**config.mk**
```make
export PLATFORM = sky130hd
export DESIGN_NAME = shape_bucket_batch_planner_flat
export DESIGN_NICKNAME = d
export VERILOG_FILES = /design/src/design/sbbp_pkg.sv /design/src/design/sbbp_if.sv /design/src/design/sbbp_front.sv /design/src/design/sbbp_fifo.sv /design/src/design/sbbp_back.sv /design/src/design/shape_bucket_batch_planner.sv /design/src/flat_wrapper.sv
export VERILOG_INCLUDE_DIRS = /design/src /design/src/design
export SDC_FILE = /design/constraint.sdc
export NUM_CORES = 2
export LEC_CHECK = 0
export BUFFER_PORTS_ARGS = -buffer_cell sky130_fd_sc_hd__buf_2
export CORE_MARGIN = 5
export CORE_UTILIZATION = 55
export DETAILED_ROUTE_END_ITERATION = 8
export PLACE_DENSITY = 0.78
export SETUP_SLACK_MARGIN = 0.4
export SLEW_MARGIN = 40
export SYNTH_ARGS = -nofsm -noshare
export SYNTH_HDL_FRONTEND = slang
export SYNTH_SLANG_ARGS = --single-unit
export TNS_END_PERCENT = 50
```
**constraint.sdc**
```tcl
create_clock -name clk_i -period 9.8 [get_ports clk_i]
set_input_delay 0.49 -clock clk_i [delete_from_list [all_inputs] [get_ports clk_i]]
set_output_delay 0.49 -clock clk_i [all_outputs]
set_load 0.005 [all_outputs]
```
**src/design/shape_bucket_batch_planner_defines.svh**
```systemverilog
// assertion macros used by the planner back sequencer
`ifndef SHAPE_BUCKET_BATCH_PLANNER_DEFINES_SVH
`define SHAPE_BUCKET_BATCH_PLANNER_DEFINES_SVH

// plain property checked on every rising clock edge outside reset
`define SBBP_CHECK(lbl, prop, msg) \
  lbl: assert property (@(posedge clk_i) disable iff (!rst_ni) (prop)) else $error(msg);

// implication from an antecedent to a same-cycle consequent
`define SBBP_IMPLY(lbl, ante, cons, msg) \
  lbl: assert property (@(posedge clk_i) disable iff (!rst_ni) (ante) |-> (cons)) \
    else $error(msg);

`endif

```
**src/design/sbbp_pkg.sv**
```systemverilog
package sbbp_pkg;

  localparam int unsigned DimBits    = 16;
  localparam int unsigned BktBits    = 17;
  localparam int unsigned IdxBits    = 24;
  localparam int unsigned CellBits   = 38;
  localparam int unsigned TotBits    = 6;
  localparam int unsigned MaxBatch   = 32;
  localparam int unsigned PtrBits    = 5;
  localparam int unsigned FillBits   = 6;
  localparam int unsigned RowQuantum = 64;
  localparam int unsigned ColQuantum = 256;

  typedef struct packed {
    logic                 err;
    logic                 flush_before;
    logic                 flush_after;
    logic [DimBits-1:0]   row;
    logic [DimBits-1:0]   col;
    logic [BktBits-1:0]   bkt_rows;
    logic [BktBits-1:0]   bkt_cols;
    logic [IdxBits-1:0]   idx;
  } cmd_t;

  // quanta are powers of two, so rounding up is an add and a mask
  function automatic logic [BktBits-1:0] round_rows(input logic [DimBits-1:0] v);
    logic [BktBits-1:0] s;
    s = {1'b0, v} + BktBits'(RowQuantum - 1);
    return s & ~BktBits'(RowQuantum - 1);
  endfunction

  function automatic logic [BktBits-1:0] round_cols(input logic [DimBits-1:0] v);
    logic [BktBits-1:0] s;
    s = {1'b0, v} + BktBits'(ColQuantum - 1);
    return s & ~BktBits'(ColQuantum - 1);
  endfunction

endpackage

```
**src/design/sbbp_if.sv**
```systemverilog
interface sbbp_in_if;
  logic                          valid;
  logic                          ready;
  logic [sbbp_pkg::DimBits-1:0]  row_count;
  logic [sbbp_pkg::DimBits-1:0]  col_count;
  logic                          list_end;

  modport source (output valid, row_count, col_count, list_end, input ready);
  modport sink   (input valid, row_count, col_count, list_end, output ready);
endinterface

interface sbbp_out_if;
  logic                          valid;
  logic                          ready;
  logic [sbbp_pkg::IdxBits-1:0]  first_request;
  logic [sbbp_pkg::TotBits-1:0]  request_total;
  logic [sbbp_pkg::BktBits-1:0]  group_rows;
  logic [sbbp_pkg::BktBits-1:0]  group_cols;
  logic [sbbp_pkg::CellBits-1:0] real_cells;
  logic [sbbp_pkg::CellBits-1:0] charged_cells;
  logic                          is_padded_batch;
  logic [sbbp_pkg::CellBits-1:0] refused_padding;
  logic                          error_flag;
  logic                          run_last;

  modport source (output valid, first_request, request_total, group_rows, group_cols,
                  real_cells, charged_cells, is_padded_batch, refused_padding,
                  error_flag, run_last, input ready);
  modport sink   (input valid, first_request, request_total, group_rows, group_cols,
                  real_cells, charged_cells, is_padded_batch, refused_padding,
                  error_flag, run_last, output ready);
endinterface

```
**src/design/sbbp_front.sv**
```systemverilog
module sbbp_front (
  input  logic            clk_i,
  input  logic            rst_ni,
  sbbp_in_if.sink         in_i,
  output sbbp_pkg::cmd_t  cmd_o,
  output logic            cmd_valid_o,
  input  logic            cmd_ready_i
);

  logic [sbbp_pkg::IdxBits:0]     idx_q;
  logic                           skip_q;
  logic [sbbp_pkg::FillBits-1:0]  fill_q;
  logic [sbbp_pkg::BktBits-1:0]   bkr_q, bkc_q;

  logic                           accept, bad, fb, fa;
  logic [sbbp_pkg::BktBits-1:0]   br, bc;
  logic [sbbp_pkg::FillBits-1:0]  new_fill;

  assign in_i.ready = cmd_ready_i;
  assign accept     = in_i.valid && cmd_ready_i;

  always_comb begin
    br       = sbbp_pkg::round_rows(in_i.row_count);
    bc       = sbbp_pkg::round_cols(in_i.col_count);
    // index bit 24, above the 24-bit index, set means the list ran past its last index
    bad      = (in_i.row_count == '0) || (in_i.col_count == '0) || idx_q[sbbp_pkg::IdxBits];
    fb       = (fill_q != '0) && ((br != bkr_q) || (bc != bkc_q));
    new_fill = (fb ? '0 : fill_q) + sbbp_pkg::FillBits'(1);
    fa       = (new_fill >= sbbp_pkg::FillBits'(sbbp_pkg::MaxBatch)) || in_i.list_end;

    cmd_o.err          = bad;
    cmd_o.flush_before = fb && !bad;
    cmd_o.flush_after  = fa && !bad;
    cmd_o.row          = in_i.row_count;
    cmd_o.col          = in_i.col_count;
    cmd_o.bkt_rows     = br;
    cmd_o.bkt_cols     = bc;
    cmd_o.idx          = idx_q[sbbp_pkg::IdxBits-1:0];
    cmd_valid_o        = in_i.valid && !skip_q;
  end

  always_ff @(posedge clk_i or negedge rst_ni) begin
    if (!rst_ni) begin
      idx_q  <= '0;
      skip_q <= 1'b0;
      fill_q <= '0;
      bkr_q  <= '0;
      bkc_q  <= '0;
    end else if (accept) begin
      if (skip_q) begin
        if (in_i.list_end) begin
          skip_q <= 1'b0;
          idx_q  <= '0;
          fill_q <= '0;
        end
      end else if (bad) begin
        fill_q <= '0;
        if (in_i.list_end) idx_q <= '0;
        else skip_q <= 1'b1;
      end else begin
        bkr_q  <= br;
        bkc_q  <= bc;
        fill_q <= fa ? '0 : new_fill;
        idx_q  <= in_i.list_end ? '0 : idx_q + (sbbp_pkg::IdxBits+1)'(1);
      end
    end
  end

endmodule

```
**src/design/sbbp_fifo.sv**
```systemverilog
module sbbp_fifo (
  input  logic            clk_i,
  input  logic            rst_ni,
  input  sbbp_pkg::cmd_t  push_data_i,
  input  logic            push_valid_i,
  output logic            push_ready_o,
  output sbbp_pkg::cmd_t  pop_data_o,
  output logic            pop_valid_o,
  input  logic            pop_ready_i
);

  localparam int unsigned Depth = 4;

  sbbp_pkg::cmd_t  mem_q [Depth];
  logic [1:0]      wr_q, rd_q;
  logic [2:0]      cnt_q;
  logic            push, pop;

  assign push_ready_o = (cnt_q != 3'(Depth));
  assign pop_valid_o  = (cnt_q != '0);
  assign pop_data_o   = mem_q[rd_q];
  assign push         = push_valid_i && push_ready_o;
  assign pop          = pop_valid_o && pop_ready_i;

  always_ff @(posedge clk_i) begin
    if (push) mem_q[wr_q] <= push_data_i;
  end

  always_ff @(posedge clk_i or negedge rst_ni) begin
    if (!rst_ni) begin
      wr_q  <= '0;
      rd_q  <= '0;
      cnt_q <= '0;
    end else begin
      if (push) wr_q <= wr_q + 2'd1;
      if (pop)  rd_q <= rd_q + 2'd1;
      cnt_q <= cnt_q + 3'(push) - 3'(pop);
    end
  end

endmodule

```
**src/design/sbbp_back.sv**
```systemverilog
`include "shape_bucket_batch_planner_defines.svh"

module sbbp_back (
  input  logic            clk_i,
  input  logic            rst_ni,
  input  sbbp_pkg::cmd_t  cmd_i,
  input  logic            cmd_valid_i,
  output logic            cmd_ready_o,
  sbbp_out_if.source      out_o
);

  typedef enum logic [3:0] {
    S_IDLE, S_APP_MUL, S_APP_ADD, S_FL_DEC, S_EMIT_BATCH,
    S_GRP_START, S_GRP_SCAN, S_EMIT_GRP, S_EMIT_ERR
  } state_e;

  localparam int unsigned CB = sbbp_pkg::CellBits;

  state_e                         state_q;
  sbbp_pkg::cmd_t                 cmd_q;
  logic                           after_q, first_q, ovalid_q;
  logic [sbbp_pkg::FillBits-1:0]  fill_q, s_q, j_q;
  logic [sbbp_pkg::IdxBits-1:0]   start_q;
  logic [sbbp_pkg::BktBits-1:0]   bkr_q, bkc_q;
  logic [2*sbbp_pkg::BktBits-1:0] bprod_q;
  logic [2*sbbp_pkg::DimBits-1:0] prod_q;
  logic [CB-1:0]                  real_q, pad_q, refused_q, cells_q;
  logic [sbbp_pkg::DimBits-1:0]   rs_q, cs_q;
  logic [sbbp_pkg::DimBits-1:0]   mem_rows_q [sbbp_pkg::MaxBatch];
  logic [sbbp_pkg::DimBits-1:0]   mem_cols_q [sbbp_pkg::MaxBatch];

  logic [CB-1:0]                  diff, cells_sum;
  logic [CB+3:0]                  ten_diff;
  logic                           pad_gt, multi, batch_ok, slot_free, last_here;
  logic                           grp_end, match, emit_fire;
  logic [sbbp_pkg::PtrBits-1:0]   rd_addr;
  logic [sbbp_pkg::DimBits-1:0]   rd_row, rd_col;

  always_comb begin
    diff      = pad_q - real_q;
    pad_gt    = pad_q > real_q;
    multi     = fill_q >= sbbp_pkg::FillBits'(2);
    // padded <= real + real/10 is the same as 10*(padded-real) <= real
    ten_diff  = {diff, 3'b000} + {2'b00, diff, 1'b0};
    batch_ok  = multi && (!pad_gt || (ten_diff <= {4'b0000, real_q}));
    rd_addr   = (state_q == S_GRP_START) ? s_q[sbbp_pkg::PtrBits-1:0]
                                         : j_q[sbbp_pkg::PtrBits-1:0];
    rd_row    = mem_rows_q[rd_addr];
    rd_col    = mem_cols_q[rd_addr];
    slot_free = !ovalid_q || out_o.ready;
    emit_fire = slot_free && ((state_q == S_EMIT_BATCH) || (state_q == S_EMIT_GRP) ||
                              (state_q == S_EMIT_ERR));
    last_here = after_q || !cmd_q.flush_after;
    grp_end   = (j_q == fill_q);
    match     = (j_q < fill_q) && (rd_row == rs_q) && (rd_col == cs_q);
    cells_sum = cells_q + CB'(prod_q);
  end

  assign cmd_ready_o = (state_q == S_IDLE);
  assign out_o.valid = ovalid_q;

  // sequencer
  always_ff @(posedge clk_i or negedge rst_ni) begin
    if (!rst_ni) begin
      state_q  <= S_IDLE;
      ovalid_q <= 1'b0;
      fill_q   <= '0;
      after_q  <= 1'b0;
      first_q  <= 1'b0;
      s_q      <= '0;
      j_q      <= '0;
    end else begin
      if (emit_fire)        ovalid_q <= 1'b1;
      else if (out_o.ready) ovalid_q <= 1'b0;
      unique case (state_q)
        S_IDLE: begin
          if (cmd_valid_i) begin
            after_q <= 1'b0;
            if (cmd_i.err)               state_q <= S_EMIT_ERR;
            else if (cmd_i.flush_before) state_q <= S_FL_DEC;
            else                         state_q <= S_APP_MUL;
          end
        end
        S_APP_MUL: state_q <= S_APP_ADD;
        S_APP_ADD: begin
          fill_q <= fill_q + sbbp_pkg::FillBits'(1);
          if (cmd_q.flush_after) begin
            after_q <= 1'b1;
            state_q <= S_FL_DEC;
          end else begin
            state_q <= S_IDLE;
          end
        end
        S_FL_DEC: begin
          s_q     <= '0;
          first_q <= 1'b1;
          state_q <= batch_ok ? S_EMIT_BATCH : S_GRP_START;
        end
        S_EMIT_BATCH: begin
          if (slot_free) begin
            fill_q   <= '0;
            state_q  <= after_q ? S_IDLE : S_APP_MUL;
          end
        end
        S_GRP_START: begin
          j_q     <= s_q + sbbp_pkg::FillBits'(1);
          state_q <= S_GRP_SCAN;
        end
        S_GRP_SCAN: begin
          if (match) j_q <= j_q + sbbp_pkg::FillBits'(1);
          else       state_q <= S_EMIT_GRP;
        end
        S_EMIT_GRP: begin
          if (slot_free) begin
            s_q      <= j_q;
            first_q  <= 1'b0;
            if (grp_end) begin
              fill_q  <= '0;
              state_q <= after_q ? S_IDLE : S_APP_MUL;
            end else begin
              state_q <= S_GRP_START;
            end
          end
        end
        S_EMIT_ERR: begin
          if (slot_free) begin
            fill_q   <= '0;
            state_q  <= S_IDLE;
          end
        end
        default: state_q <= S_IDLE;
      endcase
    end
  end

  // datapath and chunk buffer
  always_ff @(posedge clk_i) begin
    case (state_q)
      S_IDLE: if (cmd_valid_i) cmd_q <= cmd_i;
      S_APP_MUL: begin
        if (fill_q == '0) begin
          start_q <= cmd_q.idx;
          bkr_q   <= cmd_q.bkt_rows;
          bkc_q   <= cmd_q.bkt_cols;
          bprod_q <= cmd_q.bkt_rows * cmd_q.bkt_cols;
          real_q  <= '0;
          pad_q   <= '0;
        end
        mem_rows_q[fill_q[sbbp_pkg::PtrBits-1:0]] <= cmd_q.row;
        mem_cols_q[fill_q[sbbp_pkg::PtrBits-1:0]] <= cmd_q.col;
        prod_q <= cmd_q.row * cmd_q.col;
      end
      S_APP_ADD: begin
        real_q <= real_q + CB'(prod_q);
        pad_q  <= pad_q + CB'(bprod_q);
      end
      S_FL_DEC: refused_q <= (multi && pad_gt) ? diff : '0;
      S_GRP_START: begin
        rs_q    <= rd_row;
        cs_q    <= rd_col;
        prod_q  <= rd_row * rd_col;
        cells_q <= '0;
      end
      S_GRP_SCAN: if (match) cells_q <= cells_sum;
      S_EMIT_BATCH: begin
        if (slot_free) begin
          out_o.first_request   <= start_q;
          out_o.request_total   <= fill_q;
          out_o.group_rows      <= bkr_q;
          out_o.group_cols      <= bkc_q;
          out_o.real_cells      <= real_q;
          out_o.charged_cells   <= pad_q;
          out_o.is_padded_batch <= 1'b1;
          out_o.refused_padding <= '0;
          out_o.error_flag      <= 1'b0;
          out_o.run_last        <= last_here;
        end
      end
      S_EMIT_GRP: begin
        if (slot_free) begin
          out_o.first_request   <= start_q + sbbp_pkg::IdxBits'(s_q);
          out_o.request_total   <= j_q - s_q;
          out_o.group_rows      <= {1'b0, rs_q};
          out_o.group_cols      <= {1'b0, cs_q};
          out_o.real_cells      <= cells_sum;
          out_o.charged_cells   <= cells_sum;
          out_o.is_padded_batch <= 1'b0;
          out_o.refused_padding <= first_q ? refused_q : '0;
          out_o.error_flag      <= 1'b0;
          out_o.run_last        <= grp_end && last_here;
        end
      end
      S_EMIT_ERR: begin
        if (slot_free) begin
          out_o.first_request   <= '0;
          out_o.request_total   <= '0;
          out_o.group_rows      <= '0;
          out_o.group_cols      <= '0;
          out_o.real_cells      <= '0;
          out_o.charged_cells   <= '0;
          out_o.is_padded_batch <= 1'b0;
          out_o.refused_padding <= '0;
          out_o.error_flag      <= 1'b1;
          out_o.run_last        <= 1'b1;
        end
      end
      default: ;
    endcase
  end

  `SBBP_CHECK(a_fill_bound, fill_q <= sbbp_pkg::FillBits'(sbbp_pkg::MaxBatch), "chunk overfilled")
  `SBBP_IMPLY(a_err_empty, ovalid_q && out_o.error_flag, out_o.request_total == '0 && out_o.run_last, "error word not clean")
  `SBBP_IMPLY(a_grp_nonempty, ovalid_q && !out_o.error_flag, out_o.request_total != '0, "empty group emitted")
  `SBBP_IMPLY(a_scan_inside, state_q == S_GRP_SCAN, j_q <= fill_q && j_q > s_q, "scan pointer outside chunk")

endmodule

```
**src/design/shape_bucket_batch_planner.sv**
```systemverilog
// Shape bucket batch planner. Takes one job shape per word and emits padded batch groups,
// exact-shape groups or an error word, with run_last on the final word caused by a shape.
// A front stage classifies each shape against the open bucket and queues a command (four
// deep); a back sequencer owns the 32-entry chunk buffer. Appending a shape steps through
// accept, multiply and accumulate states. Flushing a chunk that batches steps through
// decide and emit; one that splits takes a decision step, then per exact group a start,
// a scan over the shapes in it and an emit. An error word is accepted, then emitted. The
// back sequencer takes a new command only when idle, so shapes wait in the queue while a
// chunk is appended or flushed. Results leave through a one-word output register.
module shape_bucket_batch_planner (
  input  logic        clk_i,
  input  logic        rst_ni,
  sbbp_in_if.sink     in_i,
  sbbp_out_if.source  out_o
);

  sbbp_pkg::cmd_t  push_data, pop_data;
  logic            push_valid, push_ready, pop_valid, pop_ready;

  sbbp_front u_front (
    .clk_i       (clk_i),
    .rst_ni      (rst_ni),
    .in_i        (in_i),
    .cmd_o       (push_data),
    .cmd_valid_o (push_valid),
    .cmd_ready_i (push_ready)
  );

  sbbp_fifo u_fifo (
    .clk_i        (clk_i),
    .rst_ni       (rst_ni),
    .push_data_i  (push_data),
    .push_valid_i (push_valid),
    .push_ready_o (push_ready),
    .pop_data_o   (pop_data),
    .pop_valid_o  (pop_valid),
    .pop_ready_i  (pop_ready)
  );

  sbbp_back u_back (
    .clk_i       (clk_i),
    .rst_ni      (rst_ni),
    .cmd_i       (pop_data),
    .cmd_valid_i (pop_valid),
    .cmd_ready_o (pop_ready),
    .out_o       (out_o)
  );

endmodule
```
**src/flat_wrapper.sv**
```systemverilog
// flat-port wrapper written by rule: the top's interface ports become plain ports
module shape_bucket_batch_planner_flat 
  (clk_i, rst_ni, in_i_valid, in_i_row_count, in_i_col_count, in_i_list_end, in_i_ready, out_o_valid, out_o_first_request, out_o_request_total, out_o_group_rows, out_o_group_cols, out_o_real_cells, out_o_charged_cells, out_o_is_padded_batch, out_o_refused_padding, out_o_error_flag, out_o_run_last, out_o_ready);
  sbbp_in_if in_i_i ();
  sbbp_out_if out_o_i ();
  input  logic clk_i;
  input  logic rst_ni;
  input wire logic [$bits(in_i_i.valid)-1:0] in_i_valid;
  input wire logic [$bits(in_i_i.row_count)-1:0] in_i_row_count;
  input wire logic [$bits(in_i_i.col_count)-1:0] in_i_col_count;
  input wire logic [$bits(in_i_i.list_end)-1:0] in_i_list_end;
  output wire logic [$bits(in_i_i.ready)-1:0] in_i_ready;
  output wire logic [$bits(out_o_i.valid)-1:0] out_o_valid;
  output wire logic [$bits(out_o_i.first_request)-1:0] out_o_first_request;
  output wire logic [$bits(out_o_i.request_total)-1:0] out_o_request_total;
  output wire logic [$bits(out_o_i.group_rows)-1:0] out_o_group_rows;
  output wire logic [$bits(out_o_i.group_cols)-1:0] out_o_group_cols;
  output wire logic [$bits(out_o_i.real_cells)-1:0] out_o_real_cells;
  output wire logic [$bits(out_o_i.charged_cells)-1:0] out_o_charged_cells;
  output wire logic [$bits(out_o_i.is_padded_batch)-1:0] out_o_is_padded_batch;
  output wire logic [$bits(out_o_i.refused_padding)-1:0] out_o_refused_padding;
  output wire logic [$bits(out_o_i.error_flag)-1:0] out_o_error_flag;
  output wire logic [$bits(out_o_i.run_last)-1:0] out_o_run_last;
  input wire logic [$bits(out_o_i.ready)-1:0] out_o_ready;
  assign in_i_i.valid = in_i_valid;
  assign in_i_i.row_count = in_i_row_count;
  assign in_i_i.col_count = in_i_col_count;
  assign in_i_i.list_end = in_i_list_end;
  assign in_i_ready = in_i_i.ready;
  assign out_o_valid = out_o_i.valid;
  assign out_o_first_request = out_o_i.first_request;
  assign out_o_request_total = out_o_i.request_total;
  assign out_o_group_rows = out_o_i.group_rows;
  assign out_o_group_cols = out_o_i.group_cols;
  assign out_o_real_cells = out_o_i.real_cells;
  assign out_o_charged_cells = out_o_i.charged_cells;
  assign out_o_is_padded_batch = out_o_i.is_padded_batch;
  assign out_o_refused_padding = out_o_i.refused_padding;
  assign out_o_error_flag = out_o_i.error_flag;
  assign out_o_run_last = out_o_i.run_last;
  assign out_o_i.ready = out_o_ready;
  shape_bucket_batch_planner u_core (.clk_i(clk_i), .rst_ni(rst_ni), .in_i(in_i_i), .out_o(out_o_i));
endmodule
```
# [Word level (Yosys, flattened, before mapping)]
# Memories as Yosys holds them, arrays and structs flattened.
# Cells that the tools add are included.
[totals] ff_bits=664 latch_bits=0 ram_bits=1340 rom_bits=0 input_bits=37 wordCells=240 memories=3
[mem_list] name="u_core.u_back.mem_cols_q" depth=32 word_bits=16 rd=1 rd_clocked_by_memory_dff=0 write_ports=1 line="sbbp_back.sv:30" rtl="logic [sbbp_pkg::DimBits-1:0] mem_cols_q [sbbp_pkg::MaxBatch];"
[mem_list] name="u_core.u_back.mem_rows_q" depth=32 word_bits=16 rd=1 rd_clocked_by_memory_dff=0 write_ports=1 line="sbbp_back.sv:29" rtl="logic [sbbp_pkg::DimBits-1:0] mem_rows_q [sbbp_pkg::MaxBatch];"
[mem_list] name="u_core.u_fifo.mem_q" depth=4 word_bits=79 rd=1 rd_clocked_by_memory_dff=0 write_ports=1 line="sbbp_fifo.sv:14" rtl="sbbp_pkg::cmd_t mem_q [Depth];"
[classes] add_sub_neg=18 mul=3 n_div=0 magnitude_cmp=5 eq_ne=27 shift=0 muxes=79 bitwise_logic=2 reduce_logical=61
[op_table] op="38-bit two-way mux" n=8
[op_table] op="38-bit case mux with 2 select lines" n=4
[op_table] op="38-bit case mux with 3 select lines" n=2
[op_table] op="17-bit case mux with 3 select lines" n=2
[op_table] op="25-bit two-way mux" n=4
[op_table] op="17-bit two-way mux" n=5
[op_table] op="38-bit by 32-bit adder with 38-bit output" n=2
[op_table] op="24-bit two-way mux" n=3
[op_table] op="6-bit two-way mux" n=12
[op_table] op="24-bit case mux with 3 select lines" n=1
[op_table] op="16-bit by 16-bit multiplier with 32-bit output" n=2
[op_table] op="32-bit case mux with 2 select lines" n=1
[op_table] op="41-bit by 39-bit adder with 42-bit output" n=1
[op_table] op="42-bit by 38-bit less-or-equal comparator with 1-bit output" n=1
[op_table] op="38-bit by 34-bit adder with 38-bit output" n=1
[op_table] op="38-bit > comparator" n=1
[op_table] op="38-bit subtractor" n=1
[op_table] op="4-bit case mux with 9 select lines" n=1
[op_table] op="6-bit case mux with 3 select lines" n=2
[op_table] op="17-bit by 17-bit multiplier with 34-bit output" n=1
[op_table] op="16-bit equality test" n=2
[op_table] op="16-bit zero test" n=2
[op_table] op="25-bit by 1-bit adder with 25-bit output (second input constant)" n=1
[op_table] op="24-bit by 6-bit adder with 24-bit output" n=1
[op_table] op="42 further kinds" n=134

# [Longest topological paths before layout]
[logic_depth] word_depth=11 depth_mapped=41 mapped_depth_nobuf=34

# [By module]
# A second synthesis with hierarchy kept.
[unflattened] cells_unflattened=9168 area_unflattened_um2=115697.2
[modules_own_cells] mod="sbbp_back" n_inst=1 cells_per_inst=8183 area_per_inst_um2=97736.2
[modules_own_cells] mod="sbbp_fifo" n_inst=1 cells_per_inst=527 area_per_inst_um2=13928.4
[modules_own_cells] mod="sbbp_front" n_inst=1 cells_per_inst=458 area_per_inst_um2=4032.6

# [Worst setup path after synthesis]
# OpenSTA, ideal clock, no wires.
[synth_timing] path_kind="register -> register" startpoint="reg u_core.u_back.state_q[3]" endpoint="reg u_core.u_back.fill_q[5] in the netlist's numbering" arrival_ps=9644 required_ps=9403 slack_ps=-241 stages_incl_launch_ff=12 period_less_slack_ps=10041 cell_sequence="dfrtp_1 -> clkbuf_1 -> nor2_1 -> nand3_1 -> and2_1 -> clkbuf_1 -> nor2_1 -> o21ai_0 -> nor4_1 -> nand3_1 -> xnor2_1 -> a21oi_1"
[synth_via] elab_chain_len=4
[synth_lines] item="start: declaration" line="sbbp_back.sv:19" rtl="state_e state_q;"
[synth_lines] item="start signal: assignment" line="sbbp_back.sv:97" rtl="state_q <= batch_ok ? S_EMIT_BATCH : S_GRP_START;"
[synth_lines] item="start signal: assignment" line="sbbp_back.sv:102" rtl="state_q <= after_q ? S_IDLE : S_APP_MUL;"
[synth_lines] item="start signal: assignment" line="sbbp_back.sv:119" rtl="state_q <= after_q ? S_IDLE : S_APP_MUL;"
[synth_lines] item="4-bit by 3-bit equality test with 1-bit output / 4-bit equality test (equally long branches)" line="sbbp_back.sv:75" rtl="unique case (state_q)"
[synth_lines] item="2-bit OR reduction (no source line)"
[synth_lines] item="2-bit by 1-bit != test with 1-bit output (no source line) / 3-bit nonzero test (equally long branches)"
[synth_lines] item="4-bit AND reduction (no source line)"
[synth_lines] item="end signal: assignment" line="sbbp_back.sv:86" rtl="fill_q <= fill_q + sbbp_pkg::FillBits'(1);"
[synth_lines] item="end: declaration" line="sbbp_back.sv:22" rtl="logic [sbbp_pkg::FillBits-1:0] fill_q, s_q, j_q;"
# Several ways; a longest one is shown, not always the timed one.
# A chain may end at the register's enable or synchronous reset.

# [Final worst setup path]
[layout_timing] startpoint="reg u_core.u_back.state_q[1]" endpoint="reg u_core.u_back.prod_q[23] in the netlist's numbering (data pin)"
[layout_via] elab_chain_len=5
[layout_lines] item="4-bit by 3-bit equality test with 1-bit output" line="sbbp_back.sv:46, sbbp_back.sv:138"
[layout_lines] item="5-bit two-way mux" line="sbbp_back.sv:46" rtl="rd_addr = (state_q == S_GRP_START) ? s_q[sbbp_pkg::PtrBits-1:0]"
[layout_lines] item="memory read 32 x 16 bit (on tied branches)"
[layout_lines] item="16-bit by 16-bit multiplier with 32-bit output" line="sbbp_back.sv:161" rtl="prod_q <= rd_row * rd_col;"
[layout_lines] item="32-bit case mux with 2 select lines (*)" line="sbbp_back.sv:138" rtl="case (state_q)"
[layout_lines] item="end signal: assignment" line="sbbp_back.sv:151" rtl="prod_q <= cmd_q.row * cmd_q.col;"
[layout_lines] item="end signal: assignment" line="sbbp_back.sv:161"
[layout_lines] item="end: declaration" line="sbbp_back.sv:26" rtl="logic [2*sbbp_pkg::DimBits-1:0] prod_q;"
# Every way passes the cells marked *; elsewhere a longest branch is shown, timed or not.

==> results summary <==
The run finished with clean final reports. Counting every net in the synthesized netlist gives 9287. The layout filler cell count came out at 13600. The class of the worst hold path is input port to asynchronous set/reset pin. The area growth from synthesis to layout is 13.7%.

The highest cell delay on the worst timing path came out at between 0.5 and 0.6 ns. The cell area after synthesis is slightly above 100000 sq um. The dominant cell type by count on the critical path is sky130_fd_sc_hd__fa_1. After detailed routing, the number of remaining DRC violations is 0. At the worst endpoint, the required time is 10.35 ns. The wire length of the first global-routing pass came out at between 400000 and 500000 um. The worst setup path is launched from a flop. The logic depth of the worst register-to-register path is 34. The top-level I/O count is 220. The number of sinks handled by clock tree synthesis came out at ~1900.

No sink is reached through more buffers than the 3 on the longest clock path. The slowest stage of the critical path is the sky130_fd_sc_hd__fa_1 cell. The level count of the clock H-tree is 4.

The layout cell share with drive strength beyond 1 came out at 0.133. Between clock sinks in the finished design, the worst skew comes to 0.0527 ns. The final layout contains routed wiring with a total length of 300000 um. The routability congestion estimate from global placement is just over 1. The number of flops mapped to enable cells by yosys is 1864. Clock-pin slew was measured on the worst setup and hold paths at approximately 0.07 ns.

The library cell used most frequently in the layout, excluding fill and tap cells, is sky130_fd_sc_hd__edfxtp_1. In this run, synthesis produced a sequential element count of about 1900. The utilization after layout came out at 0.628. The HPWL after detailed placement is about 190000 um. Setup repair after global routing left no endpoint under its margin. For this configuration, the core starts out at a cell density of 0.553. The clock tree from TritonCTS is built. In the layout the commonest cells are sky130_fd_sc_hd__edfxtp_1, sky130_fd_sc_hd__nand2_1, sky130_fd_sc_hd__inv_1.

The setup violation total in the final timing report came out at 0. The internal reg-to-reg setup slack is ~0.67 ns. The detail-routed net length per standard cell is approximately 26 um. The DRC marker count from the first detailed-route iteration came out at 9401.

The length of the first detailed-routing pass in iterations is 8. The area enclosed by the die boundary came out at about 200000 sq um. The worst reg2reg path startpoint is u_core.u_back.state_q[1]. At the pin with the least slew margin, the transition time is between 0.9 and 1 ns. The total count of max-transition violations in the final report is 0. Among all flip-flop cells after synthesis, the most frequent one is sky130_fd_sc_hd__edfxtp_1. The insertion delay of the later-clocked pin in the worst-skew pair is between 0.8 and 0.9 ns. In this run the worst path has a maximum fanout of 30. The core area is around 190000 sq um. The timing-limited maximum frequency is 109 MHz. Buffers inserted during clock tree synthesis total roughly 190.

The clock tree root driver cell is sky130_fd_sc_hd__clkbuf_16. Entering global routing, the biggest net connects 80 pins. The remaining global-route overflow came out at 0. The hold violation total from the final report came out at 0. In the routed layout, each cell is associated on average with a via count of around 6.2.

Dividing the final minimum period by the clock period gives 0.932. Port buffering added around 220 buffers. The minimum clock period is around 9 ns. The via count of the first global-routing pass is about 70000.

The die span in y is about 440 um. The layout net count came out at roughly 9800. The distinct cell type count after synthesis is 90. The number of antenna violations at the first check in global routing was 5. The via count came out at 71300. The reported max-cap violation count is 0. The Yosys warning count is 0. The mean instance size in the synthesized netlist is 12.5 sq um.

The global routing usage summed across all routing layers is 0.297. The endpoint identified for the worst register-to-register timing path is u_core.u_back.prod_q[23]. The cell count after synthesis came out at 8303. The arrival time at the worst endpoint came out at just under 10 ns. The post-synthesis sequential area ratio is 0.560. The detail route stage leaves a number of antenna-violating nets equal to 0. The multi-input combinational cell area is between 40000 and 50000 sq um. The relative slew slack came out at 0.353.

The number of rows created at floorplan came out at about 160. STA classifies the critical path endpoint as a flop. The share of async-settable or async-resettable flops after synthesis came out at 0.0431. The sequential cells in the finished layout cover a total of approximately 58000 sq um. The worst setup path is of the flop to flop kind. The floorplan die width came out at approximately 440 um.
## sequential cells by signal, indices dropped and copies added, names as in the netlist, 16 cells and up
register,flops
u_core.u_back.cs_q,16
u_core.u_back.rs_q,16
u_core.u_back.mem_cols_q,512
u_core.u_back.cells_q,38
u_core.u_front.idx_q,25
u_core.u_back.start_q,24
u_core.u_back.mem_rows_q,512
u_core.u_back.out_o.real_cells,38
u_core.u_back.refused_q,38
u_core.u_back.prod_q,32
u_core.u_back.out_o.first_request,24
u_core.u_back.out_o.group_cols,17
u_core.u_back.out_o.group_rows,17
u_core.u_fifo.mem_q,316
u_core.u_back.bprod_q,20
u_core.u_back.out_o.refused_padding,38
u_core.u_back.cmd_q,77
u_core.u_back.pad_q,24
u_core.u_back.out_o.charged_cells,38
u_core.u_back.real_q,38
## logic make-up (layout without fill, tap and decap cells)
group / Yosys count / count (layout) / synth area share
compound gates: 1128 / 1128 / 0.0728
xor+xnor: 296 / 296 / 0.0250
fa+ha+maj: 948 / 948 / 0.147
buf+inv: 1048 / 1673 / 0.0412
flops: 1948 / 1948 / 0.560
mux: 278 / 280 / 0.0385
other cells: 0 / 6 / 0
simple gates: 2657 / 2657 / 0.116
## synthesized netlist by cell type (13+ instances only)
cell type,n,area [sq um]
sky130_fd_sc_hd__and3_1,100,626
sky130_fd_sc_hd__o31ai_1,14,105
sky130_fd_sc_hd__buf_4,31,233
sky130_fd_sc_hd__nand2_1,1287,4830
sky130_fd_sc_hd__dfrtp_1,84,2100
sky130_fd_sc_hd__nand4_1,47,294
sky130_fd_sc_hd__a221oi_1,17,149
sky130_fd_sc_hd__nor4_1,22,138
sky130_fd_sc_hd__fa_1,459,9190
sky130_fd_sc_hd__buf_6,17,191
sky130_fd_sc_hd__mux2i_1,165,1650
sky130_fd_sc_hd__o211ai_1,20,150
sky130_fd_sc_hd__and2_1,233,1460
sky130_fd_sc_hd__ha_1,488,6110
sky130_fd_sc_hd__a32oi_1,141,1230
sky130_fd_sc_hd__nand2b_1,28,175
sky130_fd_sc_hd__xor2_1,110,963
sky130_fd_sc_hd__buf_1,22,82.6
sky130_fd_sc_hd__mux4_2,90,2030
sky130_fd_sc_hd__o21bai_1,36,270
sky130_fd_sc_hd__a21o_1,143,1070
sky130_fd_sc_hd__nor3_1,62,310
sky130_fd_sc_hd__nand3_1,292,1460
sky130_fd_sc_hd__or3_1,65,407
sky130_fd_sc_hd__o21a_1,17,128
sky130_fd_sc_hd__a21oi_1,278,1390
sky130_fd_sc_hd__nor2_1,426,1600
sky130_fd_sc_hd__clkbuf_1,202,758
sky130_fd_sc_hd__a211oi_1,20,150
sky130_fd_sc_hd__mux2_2,13,146
sky130_fd_sc_hd__nor2b_1,44,275
sky130_fd_sc_hd__xnor2_1,186,1630
sky130_fd_sc_hd__inv_1,689,2590
sky130_fd_sc_hd__o21ai_0,193,966
sky130_fd_sc_hd__a31oi_1,99,619
sky130_fd_sc_hd__a22o_1,51,447
sky130_fd_sc_hd__buf_2,74,370
sky130_fd_sc_hd__edfxtp_1,1864,56000
## layout make-up
type	count	area share
clock inverters	124	0.0112
multi-input cells	5309	0.359
well taps	2495	0.0265
repair buffers	615	0.0453
inverters	702	0.0226
flip-flops and latches	1948	0.492
clock buffers	232	0.0428
diodes	6	0.000127
## per-stage QoR
step,setup WS [ns],cell area [sq um],hold slack (ns),TNS [ns],std cells
final,0.667,118000,0.144,0,11400
after global routing,0.360,118000,0.146,0,11400
after CTS,0.401,117000,0.0631,0,11400
after detailed placement,-0.137,109000,0.405,-0.221,10900
after global placement,-0.289,109000,0.405,-0.740,10900
after floorplan,0.817,104000,0.194,0,8303
## layer usage
metal	wire (um)	track usage	part of all wire
met1	111000	0.394	0.37
met2	137000	0.467	0.45
met3	34200	0.0611	0.11
met4	18400	0.156	0.061
met5	0	0	0
## worst max-delay path: cells and delay by family, from the launching register on
family                     cells  cell delay, ns
and+or+nand+nor                4            1.01
DFF                            1            0.39
xor gates and xnor gates       1            0.16
adders and majority gates      7            3.36
AOI/OAI and AO/OA             13            2.48
buffers and inverters          7            0.85
muxes                          2            0.57
## worst max path at each step
stage | end | start | cells past startpoint
2_1_floorplan | u_core.u_back.prod_q[31] | u_core.u_back.state_q[1] | 38
3_3_place_gp | u_core.u_back.prod_q[31] | u_core.u_back.state_q[3] | 34
3_5_place_dp | u_core.u_back.prod_q[31] | u_core.u_back.state_q[3] | 37
4_1_cts | u_core.u_back.prod_q[28] | u_core.u_back.state_q[3] | 40
5_1_grt | u_core.u_back.prod_q[23] | u_core.u_back.state_q[1] | 39
6_report | u_core.u_back.prod_q[23] | u_core.u_back.state_q[1] | 34
## timing repair
item                       CTS  global route
gates resized for setup     58           160
pin swaps                    9            50
setup endpoints to repair   10            12
hold buffers                36             0
setup buffers               23            42
gates cloned                11             9
hold endpoints to repair   155             0
Power is not shown: default switching activity piles up to over one toggle a cycle in this logic, so the estimate is an artifact.
